===== config.mk =====
export PLATFORM = sky130hd
export DESIGN_NAME = radio_packet_accept_filter_unit
export DESIGN_NICKNAME = d
export VERILOG_FILES = /design/src/rpaf_pkg.sv /design/src/rpaf_track.sv /design/src/radio_packet_accept_filter_unit.sv
export SDC_FILE = /design/constraint.sdc
export NUM_CORES = 1
export LEC_CHECK = 0
export BUFFER_PORTS_ARGS = -buffer_cell sky130_fd_sc_hd__buf_4
export CORE_AREA = 2 2 133 168
export CTS_CLUSTER_DIAMETER = 80
export DETAILED_ROUTE_END_ITERATION = 7
export DIE_AREA = 0 0 135 170
export PLACE_DENSITY = 0.65
export SLEW_MARGIN = 20
export SYNTH_ARGS = -nofsm -noshare
export SYNTH_HDL_FRONTEND = slang
export SYNTH_HIERARCHICAL = 1
export SYNTH_SLANG_ARGS = --single-unit

===== constraint.sdc =====
create_clock -name clock -period 4.8 [get_ports clock]
set_input_delay 0.24 -clock clock [delete_from_list [all_inputs] [get_ports clock]]
set_output_delay 0.24 -clock clock [all_outputs]
set_load 0.03 [all_outputs]

===== src/rpaf_pkg.sv =====
// Shared types, constants and codes for the radio packet accept filter.
package rpaf_pkg;

   localparam int MAX_PACKET = 64;
   localparam logic [7:0] MAX_LEN = 8'(MAX_PACKET);

   localparam logic [7:0] MAGIC_0     = 8'h47;
   localparam logic [7:0] MAGIC_1     = 8'h4F;
   localparam logic [7:0] VER_LOW     = 8'h31;
   localparam logic [7:0] VER_HIGH    = 8'h35;
   localparam logic [7:0] SUM_BACK    = 8'd6;
   localparam logic [7:0] KEY_POS     = 8'd15;
   localparam logic [3:0] KEY_LOW     = 4'd3;
   localparam logic [3:0] KEY_HIGH    = 4'd5;
   localparam logic [7:0] MIN_LEN     = 8'd8;
   localparam logic [7:0] MIN_LEN_KEY = 8'd16;
   localparam logic [7:0] POS_MAX     = 8'd255;
   localparam logic [7:0] POS_MAGIC_0 = 8'd0;
   localparam logic [7:0] POS_MAGIC_1 = 8'd1;
   localparam logic [7:0] POS_VERSION = 8'd2;

   localparam logic [2:0] FILT_ALL_EVT  = 3'd0;
   localparam logic [2:0] FILT_KEY_EVT  = 3'd1;
   localparam logic [2:0] FILT_PASS_ALL = 3'd4;

   localparam logic OP_BYTE  = 1'b0;
   localparam logic OP_RADIO = 1'b1;

   localparam logic [2:0] ST_OK      = 3'd0;
   localparam logic [2:0] ST_MAGIC   = 3'd1;
   localparam logic [2:0] ST_VERSION = 3'd2;
   localparam logic [2:0] ST_SUM     = 3'd3;
   localparam logic [2:0] ST_KEY     = 3'd4;
   localparam logic [2:0] ST_SHORT   = 3'd5;
   localparam logic [2:0] ST_RADIO   = 3'd6;

   typedef struct packed {
      logic       op;
      logic [7:0] data_byte;
      logic [7:0] pkt_len;
      logic       last;
   } item_type;

   typedef struct packed {
      logic        accepted;
      logic [2:0]  status;
      logic [31:0] packets_received;
      logic [7:0]  radio_errors;
   } result_type;

   typedef struct packed {
      logic fire;       // request leaves the input register this cycle
      logic has_result; // request produces a result
   } track_ctl_type;

endpackage


===== src/rpaf_track.sv =====
// Per-packet check state, counters and the accept decision.
module rpaf_track (
   input  logic                     clock,
   input  logic                     reset,
   input  logic [2:0]               filter_mode,
   input  logic                     fire,
   input  rpaf_pkg::item_type       item,
   output rpaf_pkg::track_ctl_type  ctl,
   output rpaf_pkg::result_type     result
);

   logic [7:0]  byte_position_ff, byte_position_in;
   logic [15:0] running_sum_ff, running_sum_in;
   logic        magic_good_ff, magic_good_in;
   logic        version_good_ff, version_good_in;
   logic [3:0]  key_nibble_ff, key_nibble_in;
   logic [15:0] expected_sum_ff, expected_sum_in;
   logic [31:0] packet_count_ff, packet_count_in;
   logic [7:0]  error_count_ff, error_count_in;

   logic [7:0]  len_c;
   logic [7:0]  sum_at;
   logic [7:0]  min_len;
   logic [7:0]  pos_n;
   logic        in_range;
   logic [15:0] sum_n;
   logic [15:0] exp_n;
   logic        magic_n;
   logic        version_n;
   logic [3:0]  key_n;
   logic        clear_pkt;

   always_comb begin
      len_c    = (item.pkt_len > rpaf_pkg::MAX_LEN) ? rpaf_pkg::MAX_LEN : item.pkt_len;
      sum_at   = len_c - rpaf_pkg::SUM_BACK;
      in_range = byte_position_ff < len_c;
      pos_n    = (byte_position_ff == rpaf_pkg::POS_MAX) ? rpaf_pkg::POS_MAX
                                                         : byte_position_ff + 8'd1;
      min_len  = (filter_mode == rpaf_pkg::FILT_KEY_EVT) ? rpaf_pkg::MIN_LEN_KEY
                                                         : rpaf_pkg::MIN_LEN;

      magic_n   = magic_good_ff;
      version_n = version_good_ff;
      key_n     = key_nibble_ff;
      sum_n     = running_sum_ff;
      exp_n     = expected_sum_ff;
      if (in_range) begin
         if (byte_position_ff == rpaf_pkg::POS_MAGIC_0 && item.data_byte != rpaf_pkg::MAGIC_0)
            magic_n = 1'b0;
         if (byte_position_ff == rpaf_pkg::POS_MAGIC_1 && item.data_byte != rpaf_pkg::MAGIC_1)
            magic_n = 1'b0;
         if (byte_position_ff == rpaf_pkg::POS_VERSION)
            version_n = item.data_byte >= rpaf_pkg::VER_LOW &&
                        item.data_byte <= rpaf_pkg::VER_HIGH;
         if (byte_position_ff == rpaf_pkg::KEY_POS)
            key_n = item.data_byte[3:0];
         // checksum word sits big-endian six bytes from the end
         if (len_c >= rpaf_pkg::SUM_BACK) begin
            if (byte_position_ff < sum_at)
               sum_n = running_sum_ff + {8'd0, item.data_byte};
            else if (byte_position_ff == sum_at)
               exp_n = {item.data_byte, expected_sum_ff[7:0]};
            else if (byte_position_ff == sum_at + 8'd1)
               exp_n = {expected_sum_ff[15:8], item.data_byte};
         end
      end

      byte_position_in = pos_n;
      running_sum_in   = sum_n;
      magic_good_in    = magic_n;
      version_good_in  = version_n;
      key_nibble_in    = key_n;
      expected_sum_in  = exp_n;
      packet_count_in  = packet_count_ff;
      error_count_in   = error_count_ff;
      clear_pkt        = 1'b0;

      result.accepted = 1'b0;
      result.status   = rpaf_pkg::ST_OK;

      if (item.op == rpaf_pkg::OP_RADIO) begin
         error_count_in = error_count_ff + 8'd1;
         clear_pkt      = 1'b1;
         result.status  = rpaf_pkg::ST_RADIO;
      end else if (item.last) begin
         packet_count_in = packet_count_ff + 32'd1;
         clear_pkt       = 1'b1;
         if (filter_mode == rpaf_pkg::FILT_PASS_ALL) begin
            result.accepted = 1'b1;
         end else if (len_c < min_len || pos_n < len_c) begin
            result.status = rpaf_pkg::ST_SHORT;
         end else if (!magic_n) begin
            result.status = rpaf_pkg::ST_MAGIC;
         end else if (!version_n) begin
            result.status = rpaf_pkg::ST_VERSION;
         end else if (sum_n != exp_n) begin
            result.status = rpaf_pkg::ST_SUM;
         end else if (filter_mode == rpaf_pkg::FILT_KEY_EVT &&
                      (key_n < rpaf_pkg::KEY_LOW || key_n > rpaf_pkg::KEY_HIGH)) begin
            result.status = rpaf_pkg::ST_KEY;
         end else begin
            result.accepted = 1'b1;
         end
      end

      if (clear_pkt) begin
         byte_position_in = 8'd0;
         running_sum_in   = 16'd0;
         magic_good_in    = 1'b1;
         version_good_in  = 1'b0;
         key_nibble_in    = 4'd0;
         expected_sum_in  = 16'd0;
      end

      result.packets_received = packet_count_in;
      result.radio_errors     = error_count_in;
      ctl.fire       = fire;
      ctl.has_result = item.op == rpaf_pkg::OP_RADIO || item.last;
   end

   always_ff @(posedge clock) begin
      if (reset) begin
         byte_position_ff <= 8'd0;
         running_sum_ff   <= 16'd0;
         magic_good_ff    <= 1'b1;
         version_good_ff  <= 1'b0;
         key_nibble_ff    <= 4'd0;
         expected_sum_ff  <= 16'd0;
         packet_count_ff  <= 32'd0;
         error_count_ff   <= 8'd0;
      end else if (fire) begin
         byte_position_ff <= byte_position_in;
         running_sum_ff   <= running_sum_in;
         magic_good_ff    <= magic_good_in;
         version_good_ff  <= version_good_in;
         key_nibble_ff    <= key_nibble_in;
         expected_sum_ff  <= expected_sum_in;
         packet_count_ff  <= packet_count_in;
         error_count_ff   <= error_count_in;
      end
   end

endmodule


===== src/radio_packet_accept_filter_unit.sv =====
// Top level of the radio packet accept filter: input register, result register, handshakes.
//
//  channel | direction | handshake         | payload
//  req     | in        | req_valid/stall   | op, data_byte, pkt_len, last
//  rsp     | out       | rsp_valid/stall   | accepted, status, packets_received, radio_errors
//  csr     | in        | csr_valid/ready   | filter_mode
//
// One request per cycle while req_stall is low; a result passes the input and result registers.
// The per-packet state loop closes through the logic between the input and result registers.
// Reset clears the packet state, both counters and sets filter_mode to key mode.
// req_stall rises only when a request that yields a result meets a full, stalled
// result register.
module radio_packet_accept_filter_unit (
   input  logic        clock,
   input  logic        reset,
   input  logic        req_valid,
   output logic        req_stall,
   input  logic        req_op,
   input  logic [7:0]  req_data_byte,
   input  logic [7:0]  req_pkt_len,
   input  logic        req_last,
   output logic        rsp_valid,
   input  logic        rsp_stall,
   output logic        rsp_accepted,
   output logic [2:0]  rsp_status,
   output logic [31:0] rsp_packets_received,
   output logic [7:0]  rsp_radio_errors,
   input  logic        csr_valid,
   output logic        csr_ready,
   input  logic [2:0]  csr_filter_mode
);

   logic                    in_valid_ff, in_valid_in;
   rpaf_pkg::item_type      in_item_ff;
   logic                    rsp_valid_ff, rsp_valid_in;
   rpaf_pkg::result_type    rsp_ff;
   logic [2:0]              filter_mode_ff;
   logic                    blocked;
   logic                    fire;
   rpaf_pkg::track_ctl_type ctl;
   rpaf_pkg::result_type    result;

   rpaf_track u_track (
      .clock       (clock),
      .reset       (reset),
      .filter_mode (filter_mode_ff),
      .fire        (fire),
      .item        (in_item_ff),
      .ctl         (ctl),
      .result      (result)
   );

   always_comb begin
      blocked      = in_valid_ff && ctl.has_result && rsp_valid_ff && rsp_stall;
      fire         = in_valid_ff && !blocked;
      req_stall    = blocked;
      in_valid_in  = blocked ? in_valid_ff : req_valid;
      rsp_valid_in = rsp_valid_ff && rsp_stall;
      if (ctl.fire && ctl.has_result)
         rsp_valid_in = 1'b1;
   end

   assign csr_ready            = 1'b1;
   assign rsp_valid            = rsp_valid_ff;
   assign rsp_accepted         = rsp_ff.accepted;
   assign rsp_status           = rsp_ff.status;
   assign rsp_packets_received = rsp_ff.packets_received;
   assign rsp_radio_errors     = rsp_ff.radio_errors;

   always_ff @(posedge clock) begin
      if (reset) begin
         in_valid_ff    <= 1'b0;
         rsp_valid_ff   <= 1'b0;
         filter_mode_ff <= rpaf_pkg::FILT_KEY_EVT;
      end else begin
         in_valid_ff  <= in_valid_in;
         rsp_valid_ff <= rsp_valid_in;
         if (csr_valid && csr_ready)
            filter_mode_ff <= csr_filter_mode;
      end
   end

   // payload registers
   always_ff @(posedge clock) begin
      if (req_valid && !req_stall) begin
         in_item_ff.op        <= req_op;
         in_item_ff.data_byte <= req_data_byte;
         in_item_ff.pkt_len   <= req_pkt_len;
         in_item_ff.last      <= req_last;
      end
      if (ctl.fire && ctl.has_result)
         rsp_ff <= result;
   end

`ifndef SYNTHESIS
   a_stall_cause: assert property (@(posedge clock) disable iff (reset)
      req_stall |-> (rsp_valid && rsp_stall))
      else $error("request stalled without a stalled result");

   a_accept_ok: assert property (@(posedge clock) disable iff (reset)
      (rsp_valid && rsp_accepted) |-> (rsp_status == rpaf_pkg::ST_OK))
      else $error("accepted packet with non-ok status");

   a_radio_count: assert property (@(posedge clock) disable iff (reset)
      (rsp_valid && !rsp_stall && rsp_status == rpaf_pkg::ST_RADIO) |-> !rsp_accepted)
      else $error("radio error reported as accepted");

   a_reset_empty: assert property (@(posedge clock)
      (!reset && $past(reset)) |-> (!rsp_valid && !req_stall))
      else $error("pipeline not empty after reset");
`endif

endmodule


==> results.md, run 1 <==
- Die Y: roughly 170 µm
- Bufs on Longest Clock Path: 2
- Yosys warning count: 6
- Syn_area_per_cell: ~9.7 µm²
- Utilization after layout: between 40% and 50%
- Clk_lat worst skew: approximately 0.42 ns
- Final GP Congestion: approximately 0.84
- Detailed-route wire length per cell: around 14 µm
- Final setup viols: 0
- Pre-antenna DRT Iters: 5
- Hold endpoint: filter_mode_ff[0]
- Max-cap violation count: 0
- Worst r2r dst: rsp_status[2]
- CTS buffer count: 17
- Most common cell after layout, fill and taps aside: nor2_1
- R2R Setup Slk: approximately 0.34 ns
- Max Clock Freq: between 200 and 250 MHz
- Commonest non-fill, non-tap cells in the layout: nor2_1, dfxtp_1, buf_4
- Final min period: ~4.5 ns
- RSZ-0062 raised after global routing: no
- FF+latch count, synth: about 150
- Leakage dissipation: 4.022 nW
- Initial Util: a little under 40%
- Drt total wl: around 18 mm
- Min-delay src: csr_filter_mode[0]
- Setup CP Type: reg -> reg
- Syn Std Cell Area: between 0.008 and 0.009 mm²
- CP bufs+invs: 2
- Hold Fails Final Rpt: 0
- # H-tree levels: 4
- Critical path cell sequence: or2_4 -> inv_2 -> and2_1 -> ha_2 -> nor3_1 -> o221ai_2 -> inv_2 -> ha_1 -> nand4_1 -> a31oi_1 -> or3_1 -> and4_4 -> mux2i_2 -> o21ai_0 -> o221a_1 -> a21oi_1 -> nor3_2 -> nor4b_4 -> a221o_1
- Crit. End Element: flip-flop
- Worst vdd ir: 0.2341 mV
- Initial antenna violation count: 0
- Multi-input logic area: ~0.0044 mm²
- Crit share post-route: roughly 93%
- Worst Hold Class: in -> reg
- IO Pins: 73
- Layout area overhead: 19.03%
- Dpl hpwl: ~13 mm
- Synth cell types: 73
- IO Port Bufs: between 70 and 80
- Crit path required time: between 4 and 5 ns
- CTS Sinks: about 150
- Via count: between 6000 and 7000
- DRC Markers: 0
- Slew of the pin with the lowest slew margin: around 0.98 ns
- Max FO, Critical Path: 9
- Die area: ~0.023 mm²
- Largest net degree at the start of global routing: 92
- Final WS setup: approximately 0.34 ns
- Worst-case reg-to-reg path depth: 19
- EDFF count, synth: between 60 and 70
- Final Slew Violations: 0
- R2r startpoint: in_item_ff[8]
- Pwr/cell area: 305.7 mW/mm²
- Seq/Total Area, Yosys: ~44%
- Gr usage total: between 10% and 20%
- Register area: ~0.0037 mm²
- Hold depth: 2
- Layout cell share with drive strength beyond 1: 15.54%
- Core Area: around 0.021 mm²
- WP data arrival: roughly 4.6 ns
- Rows: 60
- Post-route ant nets: 0
- Setup TNS: 0 ns
- Die X: roughly 140 µm
- Final net count: roughly 1000
- GRT overflow: 0
- Asr flop ratio synth: 0%
- Number of diodes: 0
- Relative slew margins: between 30% and 40%
- Fin Clk Skew: slightly below 0.009 ns
- Cell family with most CP delay: simple AND/OR/NAND/NOR gates
- Slowest CP cell: edfxtp_1
- Outcome: complete, no violations
- Most used cell, CP: inv_2
- CTS clk-pin slew, worst paths: ~0.060 ns
- CP Launch Type: flip-flop
- Fill count: around 2100
- Clock root buffer master: clkbuf_16
- CTS tree: yes
- Max stage delay on crit path: roughly 0.42 ns
- Global-route wire length before repair: a little under 30 mm
- Vias in the first global route: around 6100
- Vias per cell: 5.195
- DR iter-0 viols: a little over 400
- Dpl ws: between 0.09 and 0.1 ns
- Top_reg_cell synth: dfxtp_1
- Post-synthesis cell count: 869
-- worst max-delay path by stage --
stage	from	depth (start not counted)	end	slack [ns]
after floorplan	in_item_ff[7]	23	rsp_status[2]	0.57
after global routing	in_item_ff[8]	19	rsp_status[2]	0.02
after CTS	in_item_ff[7]	19	rsp_status[2]	0.08
after global placement	in_item_ff[7]	19	rsp_status[2]	0.23
final	in_item_ff[8]	19	rsp_status[2]	0.34
after detailed placement	in_item_ff[7]	19	rsp_status[2]	0.1
-- layout make-up --
type                       instances  area share [%]
clock buffer                      19           4.329
clock inverter                    13           1.927
inverter                          20          0.7507
multi-input combinational        650           44.41
sequential                       153           36.83
tap                              279           3.491
timing repair buffer             104           8.257
-- synthesized netlist by cell type, types with 7 or more instances --
master | instances | share of area [%]
a21oi_1 | 28 | 1.7
a22oi_1 | 20 | 1.8
a32oi_1 | 17 | 1.8
and2_1 | 13 | 0.97
and3_1 | 14 | 1.0
buf_4 | 7 | 0.63
clkbuf_1 | 31 | 1.4
dfxtp_1 | 91 | 22
edfxtp_1 | 62 | 22
ha_1 | 40 | 6.0
inv_1 | 18 | 0.80
mux2i_1 | 23 | 2.7
nand2_1 | 71 | 3.2
nand3_1 | 27 | 1.6
nand4_1 | 15 | 1.1
nor2_1 | 120 | 5.4
nor3_1 | 25 | 1.5
o21a_1 | 7 | 0.63
o21ai_0 | 18 | 1.1
xnor2_1 | 47 | 4.9
xor2_1 | 63 | 6.6
-- flip-flops by register name, summed over array words and instances (netlist names) --
signal,cells
in_item_ff,18
rsp_radio_errors,8
in_valid_ff,1
u_track/error_count_ff,8
u_track/expected_sum_ff,16
rsp_valid,1
u_track/running_sum_ff,16
u_track/byte_position_ff,8
u_track/version_good_ff,1
u_track/key_nibble_ff,4
rsp_status,3
rsp_accepted,1
filter_mode_ff,3
rsp_packets_received,32
u_track/packet_count_ff,32
u_track/magic_good_ff,1
-- power by group --
group | total, mW | internal (mW) | switching [mW]
registers | 1.40 | 1.38 | 0.0272
logic | 0.234 | 0.0934 | 0.140
clock network | 1.42 | 0.877 | 0.543
-- metal layers --
| metal | wire (µm) | track usage (%) | vias up | part of all wire, % |
|---|---|---|---|---|
| li1 | - | - | 3235 | - |
| met1 | 7847 | 19.75 | 3047 | 44 |
| met2 | 9107 | 28.91 | 138 | 51 |
| met3 | 671 | 2.860 | 11 | 3.8 |
| met4 | 216 | 4.529 | 0 | 1.2 |
| met5 | 0 | 0 | - | 0 |
-- cells by family (layout without fill, tap and decap cells) --
| kind of cell | after synthesis | in the layout | share of synthesized area (%) |
|---|---|---|---|
| xor+xnor | 111 | 111 | 11.66 |
| other cells | 2 | 3 | 0.08939 |
| mux | 29 | 29 | 3.678 |
| flops | 153 | 153 | 43.84 |
| buf+inv | 67 | 156 | 3.663 |
| fa+ha+maj | 41 | 41 | 6.195 |
| compound gates | 135 | 135 | 11.29 |
| simple gates | 331 | 331 | 19.58 |
-- stage by stage --
step | instance area [µm²] | cells | hold slack (ns) | power [mW]
2_1_floorplan | 8406 | 870 | 0.3091 | 1.576
3_3_place_gp | 9184 | 1188 | 0.4179 | 1.652
3_5_place_dp | 9184 | 1188 | 0.4193 | 1.654
4_1_cts | 9990 | 1238 | 0.005712 | 3.089
5_1_grt | 10000 | 1238 | 0.009980 | 3.178
6_report | 10000 | 1238 | 0.02154 | 3.058
-- timing repair --
item,CTS,global route
gates resized for setup,0,4
hold buffers,18,0
setup buffers,0,0
setup endpoints to repair,0,4
hold endpoints to repair,18,0
(Power assumes the default switching activity.)
==> inputs of run 2 (changes only) <==
--- a/config.mk
+++ b/config.mk
@@ -6,13 +6,12 @@
 export NUM_CORES = 1
 export LEC_CHECK = 0
 export BUFFER_PORTS_ARGS = -buffer_cell sky130_fd_sc_hd__buf_4
-export CORE_AREA = 2 2 133 168
+export CORE_AREA = 2 2 135 170
 export CTS_CLUSTER_DIAMETER = 80
 export DETAILED_ROUTE_END_ITERATION = 7
-export DIE_AREA = 0 0 135 170
-export PLACE_DENSITY = 0.65
+export DIE_AREA = 0 0 137 172
+export PLACE_DENSITY = 0.67
 export SLEW_MARGIN = 20
 export SYNTH_ARGS = -nofsm -noshare
 export SYNTH_HDL_FRONTEND = slang
-export SYNTH_HIERARCHICAL = 1
 export SYNTH_SLANG_ARGS = --single-unit
==> constraint.sdc (replaced) <==
create_clock -name clock -period 3.76 [get_ports clock]
set_input_delay 0.188 -clock clock [delete_from_list [all_inputs] [get_ports clock]]
set_output_delay 0.188 -clock clock [all_outputs]
set_load 0.03 [all_outputs]
==> run 2 against run 1 <==
The flow now finishes with violations (setup timing). Area after synthesis increased by 3.5%. Sequential power rose by 27%. Non-clock buffer count increased by 95. First-iteration DRC count up 10%. Hold slack got worse by 0.0038 ns. Highest routed layer unchanged. Power up 28%. Utilization grew 4.7 points.
==> results.md, run 2 <==
- Die area: 0.02356 mm² (was 0.02295 mm²)
- Commonest non-fill, non-tap cells in the layout: buf_4, nor2_1, dfxtp_1 (was nor2_1, dfxtp_1, buf_4)
- IO Port Bufs: 71 (unchanged)
- Core Area: 0.02198 mm² (was 0.02132 mm²)
- Worst hold slack: 0.01778 ns (was 0.02154 ns)
- DRC Markers: 0 (unchanged)
- Dpl hpwl: 16.39 mm (was 12.51 mm)
- Die Y: 172 µm (was 170 µm)
- Most common cell after layout, fill and taps aside: buf_4 (was nor2_1)
- Relative slew margins: 33.46% (was 34.89%)
- Initial antenna violation count: 0 (unchanged)
- Worst Hold Class: in -> reg (unchanged)
- FF+latch count, synth: 153 (unchanged)
- Via count: 7583 (was 6431)
- Crit path required time: 3.95 ns (was 4.97 ns)
- Crit. End Element: flip-flop (unchanged)
- Rows: 61 (was 60)
- Asr flop ratio synth: 0% (unchanged)
- Clk_lat worst skew: 0.44 ns (was 0.42 ns)
- Slew of the pin with the lowest slew margin: 0.9981 ns (was 0.9766 ns)
- DR iter-0 viols: 452 (was 410)
- Slowest CP cell: or4b_4 (was edfxtp_1)
- Syn_area_per_cell: 9.166 µm² (was 9.668 µm²)
- RSZ-0062 raised after global routing: yes (was no)
- Most common cell in the netlist: nor2_1 (unchanged)
- Area share of the largest cell type after synthesis: 21.40% (was 22.16%)
- Bufs on Longest Clock Path: 2 (unchanged)
- GRT overflow: 0 (unchanged)
- Final Slew Violations: 0 (unchanged)
- CTS Sinks: 153 (unchanged)
- Vias in the first global route: 7246 (was 6075)
- Die X: 137 µm (was 135 µm)
- Vias per cell: 5.351 (was 5.195)
- Global-route wire length before repair: 36.18 mm (was 29.63 mm)
- Layout cell share with drive strength beyond 1: 24.69% (was 15.54%)
- Power Total: 3.905 mW (was 3.058 mW)
- Leakage dissipation: 4.440 nW (was 4.022 nW)
- Clock root buffer master: clkbuf_16 (unchanged)
- Yosys top cell by area: edfxtp_1 (unchanged)
- Gr usage total: 19.57% (was 16.12%)
- Max-cap violation count: 0 (unchanged)
- Max stage delay on crit path: 0.56 ns (was 0.42 ns)
- Synth top area cells: edfxtp_1, dfxtp_1, ha_1 (was edfxtp_1, dfxtp_1, xor2_1)
- Largest net degree at the start of global routing: 92 (unchanged)
- CP Launch Type: flip-flop (unchanged)
- Max Clock Freq: 250.2 MHz (was 224.1 MHz)
- CTS buffer count: 17 (unchanged)
- Worst vdd ir: 0.2956 mV (was 0.2341 mV)
- Drt total wl: 23.03 mm (was 17.84 mm)
- Final setup viols: 4 (was 0)
- Initial Util: 39.57% (was 39.41%)
- Outcome: finished with violations (was complete, no violations)
- Most used cell, CP: ha_4 (was inv_2)
- Final min period: 3.997 ns (was 4.462 ns)
- Synth cell types: 74 (was 73)
- Max FO, Critical Path: 5 (was 9)
- Commonest cells in the netlist: nor2_1, dfxtp_1, nand2_1, edfxtp_1, a21oi_1 (was nor2_1, dfxtp_1, nand2_1, xor2_1, edfxtp_1)
- Syn Std Cell Area: 0.008698 mm² (was 0.008402 mm²)
- Final WS setup: -0.2372 ns (was 0.3384 ns)
- CTS clk-pin slew, worst paths: 0.07 ns (was 0.06 ns)
- Hold Fails Final Rpt: 0 (unchanged)
- Pre-antenna DRT Iters: 5 (unchanged)
- CTS tree: yes (unchanged)
- Post-synthesis cell count: 949 (was 869)
- Seq/Total Area, Yosys: 42.35% (was 43.84%)
- Number of diodes: 0 (unchanged)
- Layout area overhead: 30.37% (was 19.03%)
- IO Pins: 73 (unchanged)
- # H-tree levels: 4 (unchanged)
- Post-route ant nets: 0 (unchanged)
- Detailed-route wire length per cell: 16.25 µm (was 14.41 µm)
- Failing checks: setup timing
- WP data arrival: 4.18 ns (was 4.63 ns)
- Fill count: 1989 (was 2050)
- Setup CP Type: reg -> reg (unchanged)
- Yosys warning count: 0 (was 6)
- Fin Clk Skew: 0.01640 ns (was 0.008841 ns)
- Critical path cell sequence: or2_4 -> inv_8 -> nand2_4 -> ha_4 -> ha_4 -> and2_4 -> a221o_2 -> a211oi_4 -> nand3_4 -> or4b_4 -> nand3_2 -> a22oi_2 -> nor4_2 -> nand4_1 -> a31o_1 (was or2_4 -> inv_2 -> and2_1 -> ha_2 -> nor3_1 -> o221ai_2 -> inv_2 -> ha_1 -> nand4_1 -> a31oi_1 -> or3_1 -> and4_4 -> mux2i_2 -> o21ai_0 -> o221a_1 -> a21oi_1 -> nor3_2 -> nor4b_4 -> a221o_1)
- Final net count: 1186 (was 1013)
- Final GP Congestion: 0.9196 (was 0.8366)
- Pwr/cell area: 344.3 mW/mm² (was 305.7 mW/mm²)
- EDFF count, synth: 62 (unchanged)
- Top_reg_cell synth: dfxtp_1 (unchanged)
- Crit share post-route: 106.3% (was 92.95%)
## run 2: worst max-delay path, delay by kind of cell, from the launching register on
| family | cells | cell delay, ns |
|---|---|---|
| AOI/OAI and AO/OA | 4 | 1.13 |
| buffers and inverters | 1 | 0.08 |
| adders and majority gates | 2 | 0.46 |
| and+or+nand+nor | 8 | 1.70 |
| DFF | 1 | 0.38 |
## run 2: area by class of cell
type,instances,area [µm²],share of cell area [%]
multi-input combinational,728,5045,44.49
timing repair buffer,199,1565,13.80
tap,283,354.1,3.123
clock inverter,15,173.9,1.534
sequential,153,3684,32.48
inverter,22,92.59,0.8165
clock buffer,17,425.4,3.752
## run 2: logic make-up (layout without fill, tap and decap cells)
family          after synthesis  after routing  share of synthesized area, %
simple gates                369            369                         20.81
other cells                   1              3                       0.04311
fa+ha+maj                    39             39                         5.696
buf+inv                      70            253                         3.352
mux                          24             24                         2.819
xor+xnor                     95             95                         9.882
compound gates              198            198                         15.05
flops                       153            153                         42.35
## run 2: path summary, 6_finish.rpt
path	cells after the start	from	to	slack, ns
max	15	in_item_ff[7]	rsp_status[1]	-0.24
min	3	csr_filter_mode[2]	filter_mode_ff[2]	0.02
max reg2reg	15	in_item_ff[7]	rsp_status[1]	-0.24
min reg2reg	2	u_track.magic_good_ff	u_track.magic_good_ff	0.49
## run 2: repair_timing
item,4_1_cts,5_1_grt
buffers inserted,6,10
hold buffers,22,0
hold endpoints to repair,21,0
pin swaps,16,30
endpoints found under the setup margin,6,6
gates resized for setup,15,34
## run 2: power breakdown
group	switching [mW]	leakage, nW	internal (mW)
registers	0.0203	1.37	1.76
clock network	0.810	0.293	0.896
logic	0.241	2.78	0.182
total	1.07	4.44	2.83
## run 2: stage by stage
step / instances / setup TNS, ns / util (%) / setup slack (ns) / cell area (µm²)
floorplan: 951 / -0.1926 / - / -0.1411 / 8800
global placement: 1347 / -0.4796 / 46.33 / -0.1468 / 10180
detailed placement: 1347 / -0.9802 / 46.33 / -0.2443 / 10180
CTS: 1407 / -0.5714 / 50.54 / -0.2071 / 11110
global route: 1417 / -1.334 / 51.59 / -0.3829 / 11340
finish: 1417 / -0.7374 / 51.59 / -0.2372 / 11340
## run 2: layer usage
layer	wire, µm	global-route usage, %	vias to the layer above
met5	0	0	-
met4	551	8.606	0
met3	956	2.668	31
met2	11590	34.50	181
met1	9932	23.61	3602
li1	-	-	3769
==> inputs of run 3 (changes only) <==
--- a/config.mk
+++ b/config.mk
@@ -10,7 +10,7 @@
 export CTS_CLUSTER_DIAMETER = 80
 export DETAILED_ROUTE_END_ITERATION = 7
 export DIE_AREA = 0 0 137 172
-export PLACE_DENSITY = 0.67
+export PLACE_DENSITY = 0.68
 export SLEW_MARGIN = 20
 export SYNTH_ARGS = -nofsm -noshare
 export SYNTH_HDL_FRONTEND = slang
==> constraint.sdc (replaced) <==
create_clock -name clock -period 5 [get_ports clock]
set_input_delay 0.25 -clock clock [delete_from_list [all_inputs] [get_ports clock]]
set_output_delay 0.25 -clock clock [all_outputs]
set_load 0.03 [all_outputs]
==> run 3 against run 2 <==
Power is 26% lower. Cell area down 9.4%. Critical path depth unchanged. Largest cell class unchanged. The run now ends clean. Sequential share of layout area grew 3.4 points. Critical path type unchanged. Die area stayed put.
==> results.md, run 3 (same netlist as run 2, synthesis figures left out) <==
- Outcome: complete, no violations (was finished with violations)
- Gr usage total: 18.70% (was 19.57%)
- Worst-case reg-to-reg path depth: 15 (unchanged)
- Critical path cell sequence: or2_1 -> inv_6 -> nand2_1 -> ha_1 -> ha_1 -> and2_1 -> a221o_1 -> a211oi_4 -> nand3_2 -> or4b_1 -> nand3_1 -> a22oi_1 -> nor4_2 -> nand4_1 -> a31o_1 (was or2_4 -> inv_8 -> nand2_4 -> ha_4 -> ha_4 -> and2_4 -> a221o_2 -> a211oi_4 -> nand3_4 -> or4b_4 -> nand3_2 -> a22oi_2 -> nor4_2 -> nand4_1 -> a31o_1)
- R2R Setup Slk: 0.33 ns (was -0.24 ns)
- Pre-antenna DRT Iters: 5 (unchanged)
- Fin Clk Skew: 0.009696 ns (was 0.01640 ns)
- Die Y: 172 µm (unchanged)
- Most used cell, CP: ha_1 (was ha_4)
- Power Total: 2.878 mW (was 3.905 mW)
- Layout cell share with drive strength beyond 1: 13.15% (was 24.69%)
- Non-Filler Instances: 1317 (was 1417)
- CTS clk-pin slew, worst paths: 0.07 ns (about the same)
- Hold Fails Final Rpt: 0 (unchanged)
- Fill count: 2077 (was 1989)
- Final WS setup: 0.3281 ns (was -0.2372 ns)
- Commonest non-fill, non-tap cells in the layout: nor2_1, dfxtp_1, nand2_1 (was buf_4, nor2_1, dfxtp_1)
- Die X: 137 µm (unchanged)
- Core Area: 0.02198 mm² (unchanged)
- Initial antenna violation count: 0 (unchanged)
- Die area: 0.02356 mm² (unchanged)
- WP data arrival: 4.85 ns (was 4.18 ns)
- Bufs on Longest Clock Path: 2 (unchanged)
- Leakage dissipation: 3.899 nW (was 4.440 nW)
- Crit path required time: 5.18 ns (was 3.95 ns)
- Cell family with most CP delay: simple AND/OR/NAND/NOR gates (unchanged)
- Worst Hold Class: in -> reg (unchanged)
- Setup CP Type: reg -> reg (unchanged)
- Hold depth: 2 (was 3)
- Final setup viols: 0 (was 4)
- CTS tree: yes (unchanged)
- Vias in the first global route: 7001 (was 7246)
- Pwr/cell area: 280.1 mW/mm² (was 344.3 mW/mm²)
- Most common cell after layout, fill and taps aside: nor2_1 (was buf_4)
- Final Slew Violations: 0 (unchanged)
- CTS Sinks: 153 (unchanged)
- Final GP Congestion: 0.9004 (was 0.9196)
- Relative slew margins: 30.98% (was 33.46%)
- Post-route ant nets: 0 (unchanged)
- Clk_lat worst skew: 0.43 ns (was 0.44 ns)
- Final net count: 1086 (was 1186)
- M1 WL: 9.149 mm (was 9.932 mm)
- Max-cap violation count: 0 (unchanged)
- Crit share post-route: 93.44% (was 106.3%)
- IO Pins: 73 (unchanged)
- CP bufs+invs: 1 (unchanged)
- Top Metal Used: met4 (unchanged)
- Largest net degree at the start of global routing: 92 (unchanged)
- Worst vdd ir: 0.2466 mV (was 0.2956 mV)
- Crit. End Element: flip-flop (unchanged)
- Via count: 7250 (was 7583)
- Slew of the pin with the lowest slew margin: 1.035 ns (was 0.9981 ns)
- Max stage delay on crit path: 0.56 ns (about the same)
- Final min period: 4.672 ns (was 3.997 ns)
- Dpl hpwl: 15.37 mm (was 16.39 mm)
- Max FO, Critical Path: 10 (was 5)
- DR iter-0 viols: 435 (was 452)
- DRC Markers: 0 (unchanged)
- Drt total wl: 21.32 mm (was 23.03 mm)
- Clock root buffer master: clkbuf_16 (unchanged)
- Dpl ws: 0.3381 ns (was -0.2443 ns)
- Detail Route met2 WL: 10.24 mm (was 11.59 mm)
- R2r startpoint: in_item_ff[7] (unchanged)
- IO Port Bufs: 71 (unchanged)
- GRT overflow: 0 (unchanged)
- Min-delay src: csr_filter_mode[0] (was csr_filter_mode[2])
- # H-tree levels: 4 (unchanged)
- RSZ-0062 raised after global routing: no (was yes)
- Slowest CP cell: or4b_1 (was or4b_4)
- # placed instances: 1267 (was 1347)
- Max Clock Freq: 214.0 MHz (was 250.2 MHz)
- Layout area overhead: 18.12% (was 30.37%)
- Met3 routed WL: 1.151 mm (was 956 µm)
- Vias per cell: 5.505 (was 5.351)
- CTS buffer count: 17 (unchanged)
- # Post-CTS Setup Buffers: 0 (was 6)
- Initial Util: 39.57% (unchanged)
- Worst r2r dst: rsp_status[1] (unchanged)
- Hold endpoint: filter_mode_ff[0] (was filter_mode_ff[2])
- Detailed-route wire length per cell: 16.19 µm (was 16.25 µm)
- Number of diodes: 0 (unchanged)
- CP Launch Type: flip-flop (unchanged)
- Rows: 61 (unchanged)
- Global-route wire length before repair: 34.73 mm (was 36.18 mm)
- Setup TNS: 0 ns (was -0.7374 ns)
==> run 3: layer usage <==
layer	global-route usage, %	up-vias
met5	0	-
met1	22.06	3392
met4	8.830	0
li1	-	3569
met3	3.782	58
met2	32.34	231
==> run 3: what timing repair did <==
item / 4_1_cts / 5_1_grt
hold buffers: 18 / 0
endpoints found under the setup margin: 0 / 2
endpoints found under the hold margin: 18 / 0
resized for setup: 0 / 2
==> run 3: area by class of cell <==
type,count,area (µm²),area share (%)
flip-flops and latches,153,3684,35.85
clock buffers,19,475.5,4.627
clock inverters,13,125.1,1.218
inverters,22,87.58,0.8524
multi-input cells,728,4761,46.33
well taps,283,354.1,3.446
repair buffers,99,788.3,7.672
==> run 3: worst reg2reg max path, cell delays in order (launching register included) <==
cell      delay (ns)
edfxtp_1        0.41
or2_1           0.37
inv_6           0.14
nand2_1         0.14
ha_1            0.40
ha_1            0.28
and2_1          0.15
a221o_1         0.38
a211oi_4        0.37
nand3_2         0.24
or4b_1          0.56
nand3_1         0.09
a22oi_1         0.11
nor4_2          0.29
nand4_1         0.21
a31o_1          0.28
==> run 3: worst max-delay path by stage <==
stage,start,endpoint,depth (start not counted)
2_1_floorplan,in_item_ff[7],rsp_status[1],16
3_3_place_gp,in_item_ff[7],rsp_status[1],15
3_5_place_dp,in_item_ff[7],rsp_status[1],15
4_1_cts,in_item_ff[7],rsp_status[1],15
5_1_grt,in_item_ff[7],rsp_status[1],15
6_report,in_item_ff[7],rsp_status[1],15
==> run 3: where the power goes <==
group | internal, mW | switching, mW | total (mW)
Sequential | 1.32 | 0.0288 | 1.35
Clock | 0.715 | 0.571 | 1.29
Combinational | 0.0954 | 0.148 | 0.243
Total | 2.13 | 0.748 | 2.88
==> run 3: metrics by stage <==
step / area, µm² / utilization (%) / hold WS (ns)
global route: 10270 / 46.74 / 0.02925
CTS: 10260 / 46.69 / 0.01701
finish: 10270 / 46.74 / 0.03001
floorplan: 8706 / - / 0.3489
detailed placement: 9482 / 43.14 / 0.4295
global placement: 9482 / 43.14 / 0.4287
